File: src/hdl/epcb_pkg.sv
// ----------------------------------------------------------------------------
// epcb_pkg
// Types, constants and helpers shared by the expiring pwm command bank.
// ----------------------------------------------------------------------------
package epcb_pkg;

    localparam int SLOT_COUNT_DEF = 8;
    localparam int SLOT_MAX       = 8;
    localparam int MASK_W         = 8;
    localparam int PWM_W          = 8;
    localparam int TIME_W         = 32;
    localparam int WORD_W         = PWM_W + TIME_W + TIME_W;

    typedef logic [MASK_W-1:0]        mask_t;
    typedef logic signed [PWM_W-1:0]  pwm_t;
    typedef logic [TIME_W-1:0]        time_t;

    localparam pwm_t PWM_LIMIT_POS = pwm_t'(100);
    localparam pwm_t PWM_LIMIT_NEG = pwm_t'(-100);

    typedef enum logic [1:0] {
        OP_SET,
        OP_READ,
        OP_REFRESH,
        OP_NONE
    } op_t;

    typedef struct packed {
        op_t        operation;
        logic [3:0] slot;
        pwm_t       pwm_value;
        time_t      hold_time;
        time_t      now_ms;
    } cmd_t;

    typedef struct packed {
        pwm_t  read_value;
        mask_t active_mask;
    } rsp_t;

    typedef struct packed {
        pwm_t  value;
        time_t stamp;
        time_t hold;
    } entry_t;

    typedef enum logic [2:0] {
        ST_IDLE,
        ST_WRITE,
        ST_READ,
        ST_READ_DATA,
        ST_SCAN,
        ST_DRAIN,
        ST_DONE
    } state_t;

    function automatic pwm_t clamp_pwm(input pwm_t value);
        pwm_t result;
        if (value > PWM_LIMIT_POS)
        begin
            result = PWM_LIMIT_POS;
        end
        else if (value < PWM_LIMIT_NEG)
        begin
            result = PWM_LIMIT_NEG;
        end
        else
        begin
            result = value;
        end
        return result;
    endfunction

endpackage

File: src/hdl/epcb_ram.sv
// ----------------------------------------------------------------------------
// epcb_ram
// Generic single write port, single read port ram with registered read data.
// ----------------------------------------------------------------------------
module epcb_ram #(
    parameter int WIDTH = 8,
    parameter int DEPTH = 8
) (
    input  logic                                   clk,
    input  logic                                   wr_en,
    input  logic [((DEPTH > 1) ? $clog2(DEPTH) : 1)-1:0] wr_addr,
    input  logic [WIDTH-1:0]                       wr_data,
    input  logic                                   rd_en,
    input  logic [((DEPTH > 1) ? $clog2(DEPTH) : 1)-1:0] rd_addr,
    output logic [WIDTH-1:0]                       rd_data
);

    logic [WIDTH-1:0] mem [DEPTH];
    logic [WIDTH-1:0] rd_data_reg;

    always_ff @(posedge clk)
    begin
        if (wr_en)
        begin
            mem[wr_addr] <= wr_data;
        end
        if (rd_en)
        begin
            rd_data_reg <= mem[rd_addr];
        end
    end

    assign rd_data = rd_data_reg;

endmodule

File: src/hdl/expiring_pwm_command_bank_top.sv
// ----------------------------------------------------------------------------
// expiring_pwm_command_bank_top
// Bank of pwm command slots with per-slot hold time and expiry refresh.
//
// Command channel (cmd_valid, cmd_stall, cmd): one request is taken when
// cmd_valid is high and cmd_stall low. cmd_stall is high while a request
// is in work. Set stores the clamped value, stamp and hold time of a slot;
// read returns the slot value if active; refresh expires every active slot
// whose elapsed time is strictly above its hold time.
// Response channel (rsp_valid, rsp_stall, rsp): one response per request,
// held in an output register while rsp_stall is high.
// Slot entries live in one ram with registered read data; the active
// bits are flip-flops. A request runs to its response before the next one
// is taken: cmd_stall stays high until the response is loaded. Refresh
// walks the slots through the single read port with one comparator; an
// out-of-range slot or unused code goes straight to the final state.
// While the response register is full and stalled, a finished request waits
// in its final state. Reset clears all active bits and the response valid.
// ----------------------------------------------------------------------------
module expiring_pwm_command_bank_top #(
    parameter int SLOT_COUNT = epcb_pkg::SLOT_COUNT_DEF
) (
    input  logic            clk,
    input  logic            rst_n,
    input  logic            cmd_valid,
    output logic            cmd_stall,
    input  epcb_pkg::cmd_t  cmd,
    output logic            rsp_valid,
    input  logic            rsp_stall,
    output epcb_pkg::rsp_t  rsp
);

    localparam int SLOT_W = (SLOT_COUNT > 1) ? $clog2(SLOT_COUNT) : 1;
    localparam logic [SLOT_W-1:0] LAST_SLOT = SLOT_W'(SLOT_COUNT - 1);

    epcb_pkg::state_t state_reg, state_next;
    epcb_pkg::cmd_t   cmd_reg, cmd_next;
    epcb_pkg::pwm_t   result_reg, result_next;
    logic [SLOT_COUNT-1:0] active_reg, active_next;
    logic [SLOT_W-1:0] idx_reg, idx_next;
    logic              chk_vld_reg, chk_vld_next;
    logic [SLOT_W-1:0] chk_idx_reg, chk_idx_next;
    logic              rsp_valid_reg, rsp_valid_next;
    epcb_pkg::rsp_t    rsp_reg, rsp_next;

    logic              accept;
    logic [SLOT_W-1:0] slot_idx;
    logic              out_free;
    logic              ram_wr_en;
    logic              ram_rd_en;
    logic [SLOT_W-1:0] ram_rd_addr;
    logic              load_rsp;
    epcb_pkg::entry_t  wr_entry;
    epcb_pkg::entry_t  rd_entry;
    epcb_pkg::time_t   elapsed;

    assign accept   = cmd_valid && !cmd_stall;
    assign slot_idx = cmd_reg.slot[SLOT_W-1:0];
    assign out_free = !rsp_valid_reg || !rsp_stall;
    assign elapsed  = cmd_reg.now_ms - rd_entry.stamp;

    assign wr_entry.value = epcb_pkg::clamp_pwm(cmd_reg.pwm_value);
    assign wr_entry.stamp = cmd_reg.now_ms;
    assign wr_entry.hold  = cmd_reg.hold_time;

    epcb_ram #(
        .WIDTH (epcb_pkg::WORD_W),
        .DEPTH (SLOT_COUNT)
    ) u_slot_ram (
        .clk     (clk),
        .wr_en   (ram_wr_en),
        .wr_addr (slot_idx),
        .wr_data (wr_entry),
        .rd_en   (ram_rd_en),
        .rd_addr (ram_rd_addr),
        .rd_data (rd_entry)
    );

    // next state
    always_comb
    begin
        state_next = state_reg;
        case (state_reg)
            epcb_pkg::ST_IDLE:
            begin
                if (cmd_valid)
                begin
                    case (cmd.operation)
                        epcb_pkg::OP_SET:
                        begin
                            state_next = (int'(cmd.slot) < SLOT_COUNT) ?
                                         epcb_pkg::ST_WRITE : epcb_pkg::ST_DONE;
                        end
                        epcb_pkg::OP_READ:
                        begin
                            state_next = (int'(cmd.slot) < SLOT_COUNT) ?
                                         epcb_pkg::ST_READ : epcb_pkg::ST_DONE;
                        end
                        epcb_pkg::OP_REFRESH:
                        begin
                            state_next = epcb_pkg::ST_SCAN;
                        end
                        default:
                        begin
                            state_next = epcb_pkg::ST_DONE;
                        end
                    endcase
                end
            end
            epcb_pkg::ST_WRITE:     state_next = epcb_pkg::ST_DONE;
            epcb_pkg::ST_READ:      state_next = epcb_pkg::ST_READ_DATA;
            epcb_pkg::ST_READ_DATA: state_next = epcb_pkg::ST_DONE;
            epcb_pkg::ST_SCAN:
            begin
                if (idx_reg == LAST_SLOT)
                begin
                    state_next = epcb_pkg::ST_DRAIN;
                end
            end
            epcb_pkg::ST_DRAIN:     state_next = epcb_pkg::ST_DONE;
            epcb_pkg::ST_DONE:
            begin
                if (out_free)
                begin
                    state_next = epcb_pkg::ST_IDLE;
                end
            end
            default:                state_next = epcb_pkg::ST_IDLE;
        endcase
    end

    // state outputs
    always_comb
    begin
        cmd_stall   = 1'b1;
        ram_wr_en   = 1'b0;
        ram_rd_en   = 1'b0;
        ram_rd_addr = slot_idx;
        load_rsp    = 1'b0;
        case (state_reg)
            epcb_pkg::ST_IDLE:  cmd_stall = 1'b0;
            epcb_pkg::ST_WRITE: ram_wr_en = 1'b1;
            epcb_pkg::ST_READ:  ram_rd_en = 1'b1;
            epcb_pkg::ST_SCAN:
            begin
                ram_rd_en   = 1'b1;
                ram_rd_addr = idx_reg;
            end
            epcb_pkg::ST_DONE:  load_rsp = out_free;
            default:
            begin
                cmd_stall = 1'b1;
            end
        endcase
    end

    // datapath
    always_comb
    begin
        cmd_next       = cmd_reg;
        result_next    = result_reg;
        active_next    = active_reg;
        idx_next       = idx_reg;
        chk_vld_next   = (state_reg == epcb_pkg::ST_SCAN);
        chk_idx_next   = idx_reg;
        rsp_valid_next = rsp_valid_reg;
        rsp_next       = rsp_reg;

        if (accept)
        begin
            cmd_next    = cmd;
            result_next = '0;
            idx_next    = '0;
        end

        if (state_reg == epcb_pkg::ST_SCAN)
        begin
            idx_next = idx_reg + SLOT_W'(1);
        end

        if (state_reg == epcb_pkg::ST_WRITE)
        begin
            active_next[slot_idx] = 1'b1;
        end

        if (state_reg == epcb_pkg::ST_READ_DATA && active_reg[slot_idx])
        begin
            result_next = rd_entry.value;
        end

        // expiry check on the entry read in the previous cycle
        if (chk_vld_reg && active_reg[chk_idx_reg] && (elapsed > rd_entry.hold))
        begin
            active_next[chk_idx_reg] = 1'b0;
        end

        if (!rsp_stall)
        begin
            rsp_valid_next = 1'b0;
        end
        if (load_rsp)
        begin
            rsp_valid_next       = 1'b1;
            rsp_next.read_value  = result_reg;
            rsp_next.active_mask = epcb_pkg::mask_t'(active_reg);
        end
    end

    always_ff @(posedge clk or negedge rst_n)
    begin
        if (!rst_n)
        begin
            state_reg     <= epcb_pkg::ST_IDLE;
            active_reg    <= '0;
            chk_vld_reg   <= 1'b0;
            rsp_valid_reg <= 1'b0;
        end
        else
        begin
            state_reg     <= state_next;
            active_reg    <= active_next;
            chk_vld_reg   <= chk_vld_next;
            rsp_valid_reg <= rsp_valid_next;
        end
    end

    always_ff @(posedge clk)
    begin
        cmd_reg     <= cmd_next;
        result_reg  <= result_next;
        idx_reg     <= idx_next;
        chk_idx_reg <= chk_idx_next;
        rsp_reg     <= rsp_next;
    end

    assign rsp_valid = rsp_valid_reg;
    assign rsp       = rsp_reg;

`ifndef NO_ASSERTIONS
    a_accept_leaves_idle: assert property (@(posedge clk) disable iff (!rst_n)
        accept |=> state_reg != epcb_pkg::ST_IDLE)
        else $error("request accepted but sequencer stayed idle");

    a_active_rise_only_on_set: assert property (@(posedge clk) disable iff (!rst_n)
        state_reg != epcb_pkg::ST_WRITE |=> (active_reg & ~$past(active_reg)) == '0)
        else $error("active bit set outside a set write");

    a_check_only_in_scan: assert property (@(posedge clk) disable iff (!rst_n)
        chk_vld_reg |-> (state_reg == epcb_pkg::ST_SCAN || state_reg == epcb_pkg::ST_DRAIN))
        else $error("expiry check outside a refresh");

    a_rsp_in_range: assert property (@(posedge clk) disable iff (!rst_n)
        rsp_valid |-> (rsp.read_value <= epcb_pkg::PWM_LIMIT_POS &&
                       rsp.read_value >= epcb_pkg::PWM_LIMIT_NEG))
        else $error("read value outside the clamp range");
`endif

endmodule

File: config.mk
export PLATFORM = sky130hd
export DESIGN_NAME = expiring_pwm_command_bank_top
export DESIGN_NICKNAME = d
export VERILOG_FILES = /design/src/hdl/epcb_pkg.sv /design/src/hdl/epcb_ram.sv /design/src/hdl/expiring_pwm_command_bank_top.sv
export SDC_FILE = /design/constraint.sdc
export NUM_CORES = 1
export LEC_CHECK = 0
export ABC_AREA = 1
export BUFFER_PORTS_ARGS = -buffer_cell sky130_fd_sc_hd__buf_4
export CAP_MARGIN = 20
export CORE_MARGIN = 3
export CORE_UTILIZATION = 60
export DETAILED_ROUTE_END_ITERATION = 8
export PLACE_DENSITY = 0.79
export SETUP_SLACK_MARGIN = 0.5
export SYNTH_ARGS = -nofsm -noshare
export SYNTH_HDL_FRONTEND = slang
export SYNTH_HIERARCHICAL = 1
export SYNTH_SLANG_ARGS = --single-unit
File: constraint.sdc
create_clock -name clk -period 11.4 [get_ports clk]
set_input_delay 1.14 -clock clk [delete_from_list [all_inputs] [get_ports clk]]
set_output_delay 1.14 -clock clk [all_outputs]
set_load 0.01 [all_outputs]
== Yosys cells after proc, flatten, opt, wreduce, memory -nomap -nowiden ==
Memory sizes are Yosys's and may differ from the RTL's. A register that Yosys moved wholly into a read port is not among the register bits.
Cells that the tools add are included.
Word-level totals
  logic and storage cells: 88
  output and inout port bits: 18
  memories: 1
  bits in writable memories: 576
  bits in latches: 0
  input port bits: 82
  bits in registers: 118
  bits in read-only memories: 0
Cells by class
  $mul: 0
  $add $sub $neg: 2
  reduce and logical (&&, ||, !) cells: 16
  magnitude comparators: 8
  bitwise gates (word level): 3
  divide/modulo/power cells: 0
  equal/unequal tests: 13
  shifts and indexed selects: 0
  muxes and demuxes: 32
Memories
  u_slot_ram.mem: depth 8, bits a word 72, read ports 1, clocked after memory_dff 1, wr ports 1, RTL line epcb_ram.sv:18  | logic [WIDTH-1:0] mem [DEPTH];
Operators by type and width (number)
  $mux 8: 6
  $gt 32x32->1: 1
  $sub 32x32->32: 1
  $mux 3: 8
  $pmux 3 s5: 1
  $eq 3x3->1 const B: 4
  $mux 1: 12
  $pmux 3 s3: 1
  $and 8x8->8: 1
  $gt 8x8->1 const B: 1
  $lt 3x4->1 const B: 2
  $lt 8x8->1 const B: 1
  $not 8->8: 1
  $or 8x8->8: 1
  $bmux 1 s3: 2
  $demux 1 s3: 2
  $eq 3x2->1 const B: 2
  $ge 3x1->1 const B: 2
  $logic_and 1x1->1: 6
  $lt 4x4->1 const B: 1
  $ne 2x1->1 const B: 2
  $ne 2x2->1 const B: 2
  $reduce_bool 2->1: 2
  $add 3x1->3 const B: 1
  10 further kinds: 11

== Longest topological paths before layout ==
  depth in word-level cells: 8
  depth in mapped cells: 27

== By module ==
Netlist, hierarchy kept.
By module, submodules not included
  epcb_ram: area each 27286.2 µm², instances 1, cells each 2577
  expiring_pwm_command_bank_top: area each 7252.0 µm², instances 1, cells each 839

== Least setup slack after synthesis ==
OpenSTA, ideal clock, no wires.
  path type: input -> register
  start: in cmd_valid
  end: reg idx_reg[0] (netlist: chk_idx_next[0]), enable pin
  stages: 4
  data required time: 11.088 ns
  library setup time: 0.312 ns
  path slack: 6.524 ns
  arrival: 4.564 ns
  cell sequence: inv_1 > nor2_1 > nor2_1 > inv_1
On the way
  word-level cells in the longest chain between the ends: 2
Ends and longest elaborated chain
  start, declared: RTL line expiring_pwm_command_bank_top.sv:25  | input logic cmd_valid,
  $logic_and 1x1->1: RTL line expiring_pwm_command_bank_top.sv:57  | assign accept = cmd_valid && !cmd_stall;
  named net accept: RTL line expiring_pwm_command_bank_top.sv:46  | logic accept;
  $reduce_bool 2->1 (no source line)
  end signal, assigned: RTL line expiring_pwm_command_bank_top.sv:231  | idx_reg <= idx_next;
  end, declared: RTL line expiring_pwm_command_bank_top.sv:40  | logic [SLOT_W-1:0] idx_reg, idx_next;
The timed path passes the listed nets, and every way through them passes these cells.
A chain may end at the register's enable or synchronous reset.

== Worst setup path after layout ==
  start: reg state_reg[1]
  end: reg u_slot_ram.rd_data_reg[69] (netlist: u_slot_ram/rd_data[69]), read port of u_slot_ram.mem (data pin)
On the way
  elaborated cells on any way between the ends: 5
RTL lines
  start, declared: RTL line expiring_pwm_command_bank_top.sv:36  | epcb_pkg::state_t state_reg, state_next;
  start signal, assigned: RTL line expiring_pwm_command_bank_top.sv:213  | state_reg <= epcb_pkg::ST_IDLE;
  start signal, assigned: RTL line expiring_pwm_command_bank_top.sv:220  | state_reg <= state_next;
  $eq 3x3->1: RTL line expiring_pwm_command_bank_top.sv:140  | case (state_reg)
  $mux 3: RTL line expiring_pwm_command_bank_top.sv:140
  named net ram_rd_addr[0]: RTL line expiring_pwm_command_bank_top.sv:51  | logic [SLOT_W-1:0] ram_rd_addr;
  end, declared: RTL line epcb_ram.sv:19  | logic [WIDTH-1:0] rd_data_reg;
The timed path passes the listed nets, and every way through them passes these cells.

==> flow_summary.yaml <==
clock_network:
  clock_latency_ps: 640
  cts_hold_buf: 0
  clk_path_buf_depth: 3
  ctsResizeCount: 0
  cts_buffers: 78
  clock-sinks: 766
  post_cts_buffers: 0
  clkTransAtPathRegs_ps: 60
  h-tree-depth: 3
  cts_tree: "yes"
  clock-root-buffer: "clkbuf_16"
timing:
  setup_viol: 0
  period_needed_ps: 4400
  post-route-period-util: 0.386
  worstMarginPinSlew_ps: 1140
  max_freq_mhz: 227
  setup_tns_ps: 0
  finClkSkew_ps: 32.6
  slew-limit-headroom: 0.240
  slew_viol_final: 0
  hold_viol: 0
  rsz0062_at_grt: "no"
global_routing:
  grt_pass1_vias: 22116
  gr-total-overflow: 0
  grt_pass1_wl_um: 117000
  antenna_found_initial: 0
  track_usage: 0.250
  grt_max_degree: 203
critical_path:
  path_class: "reg2reg"
  cp_common_cell: "nand2_1"
  end_kind: "flip-flop"
  crit_chain: "nor2_1 > nand2_1 > nor2_1 > a21oi_4 > buf_12 > inv_8 > buf_4 > nand2_1 > nand3_1 > nand2_1 > nand2_1 > nand2_1"
  cpMaxStageDelayCell: "inv_8"
  critPathBufInv: 3
  crit_arrival_ps: 4800
  slowest_delay_ps: 970
  crit_family: "buffers and inverters"
  crit_required_ps: 11800
  path_max_fanout: 202
  critPathLaunchType: "flip-flop"
placement:
  portBuffers: 99
  hpwl_um: 41200
  dp_cells: 4182
  place_congestion: 0.919
run_status:
  outcome: "completed"
synth:
  synth_common_cells: "1133 x nand2_1, 750 x edfxtp_1, 724 x inv_1, 330 x nand3_1, 102 x nor2_1"
  ys_types: 44
  synth_seq_area_share: 0.663
  yosys_register_bits: 766
  synth_top_area_frac: 0.652
  synth_ff_type: "edfxtp_1"
  synth_area_leaders: "edfxtp_1 65%, nand2_1 12%, inv_1 7.9%, nand3_1 4.8%, ha_1 2.4%"
  synth_nets: 3565
  synth_edf_count: 750
  syn-cell-area_um2: 34500
  synthArstFlopShare: 0.0170
  syn_avg_cell_area_um2: 10.1
  yosysWarnings: 6
  yosysTopAreaCell: "edfxtp_1"
  synth_cells: 3416
  synth_most_common_cell: "nand2_1"
layout:
  area_delta_synth_final_pct: 11.3
  drive_gt1_frac: 0.0748
  largest_reg_flops: 576
  n_antenna_cell: 0
  final_nets: 3657
  stdcell_count: 4325
  nFillCells: 3981
floorplan:
  initial_utilization: 0.609
  die_w_um: 246
  row_count: 87
  die_area_um2: 60500
  die_h_um: 246
  io_pins: 100
  core_area_um2: 56700
drt:
  wl_um: 75100
  drc: 0
  drtIter0Drc: 2105
  antenna_left: 0
  drt-wirelength-per-cell_um: 17.4
  first_pass_iters: 6
  vias: 22931
  viasPerCell: 5.30
run:
  maxCapViolations: 0
min_path:
  hold_class: "in2async"
power_and_ir_drop:
  powerDensity_nw_per_um2: 265
  p_leak_nw: 17.4
  peakVddDrop_mv: 0.278
==> kinds of logic after synthesis <==
family | share of synthesized area
adder cells (fa/ha/maj) | 0.0245
buffers and inverters | 0.0985
AND/OR/NAND/NOR | 0.191
XOR/XNOR | 0.00482
AO/OA/AOI/OAI | 0.0182
flip-flops | 0.663
==> power breakdown <==
part,internal (mW),switching [mW]
sequential,3.58,0.178
clock,1.46,1.06
combinational,1.18,2.73
total,6.22,3.96
==> layout make-up <==
type	count	area, um^2	share of cell area
clock inverter	45	454	0.0118
timing repair buffer	123	958	0.0249
tap	756	946	0.0246
multi-input combinational	1807	8340	0.217
inverter	732	2760	0.0717
sequential	766	22900	0.596
clock buffer	96	2080	0.0542
==> final timing paths <==
path | to | from | slack [ps] | cells after the start
min in group clk | rsp[12] | result_reg[4] | 420 | 0
hold / removal | active_reg[6] | rst_n | 370 | 1
hold reg to reg | rsp[12] | result_reg[4] | 420 | 0
setup / recovery | u_slot_ram/rd_data[69] | state_reg[1] | 7000 | 12
setup reg to reg | u_slot_ram/rd_data[69] | state_reg[1] | 7000 | 12
max in group asynchronous | active_reg[0] | rst_n | 10860 | 1
==> worst register-to-register path, stage by stage, from the launching register on <==
cell and delay [ps]:
dfrtp_1 460, nor2_1 130, nand2_1 200, nor2_1 280, a21oi_4 70, buf_12 250
inv_8 1210, buf_4 980, nand2_1 220, nand3_1 150, nand2_1 90, nand2_1 80
nand2_1 70
==> layer usage <==
layer	GRT usage	wire length, um	vias to the layer above
li1	-	-	11031
met1	0.333	30200	10706
met2	0.416	36600	1011
met3	0.0391	6050	183
met4	0.0992	2250	0
met5	0	0	-
==> placed cells by master, fill, tap and decap left out, drive strengths merged, types with 3 or more instances in the layout <==
master / instances
nand3: 331
clkinv: 33
nor2: 105
ha: 66
inv: 735
xor2: 15
a21o: 4
dfrtp: 13
buf: 123
clkbuf: 96
o21bai: 6
xnor2: 4
dfxtp: 3
nor3: 23
nand2: 1135
bufinv: 7
nand4: 8
a31oi: 5
o21ai: 29
a21oi: 64
edfxtp: 750
==> metrics by stage <==
stage	cell area [um^2]	utilization	hold slack, ps	setup slack, ps	power [mW]
3_3_place_gp	35900	0.633	394	7440	7.51
3_5_place_dp	35900	0.633	405	7250	7.63
6_report	38400	0.678	367	7000	10.2
4_1_cts	38400	0.677	341	7240	10.2
2_1_floorplan	34500	-	374	6520	6.67
5_1_grt	38400	0.678	348	6700	10.8
No activity file was read; power rests on OpenSTA's default activity.
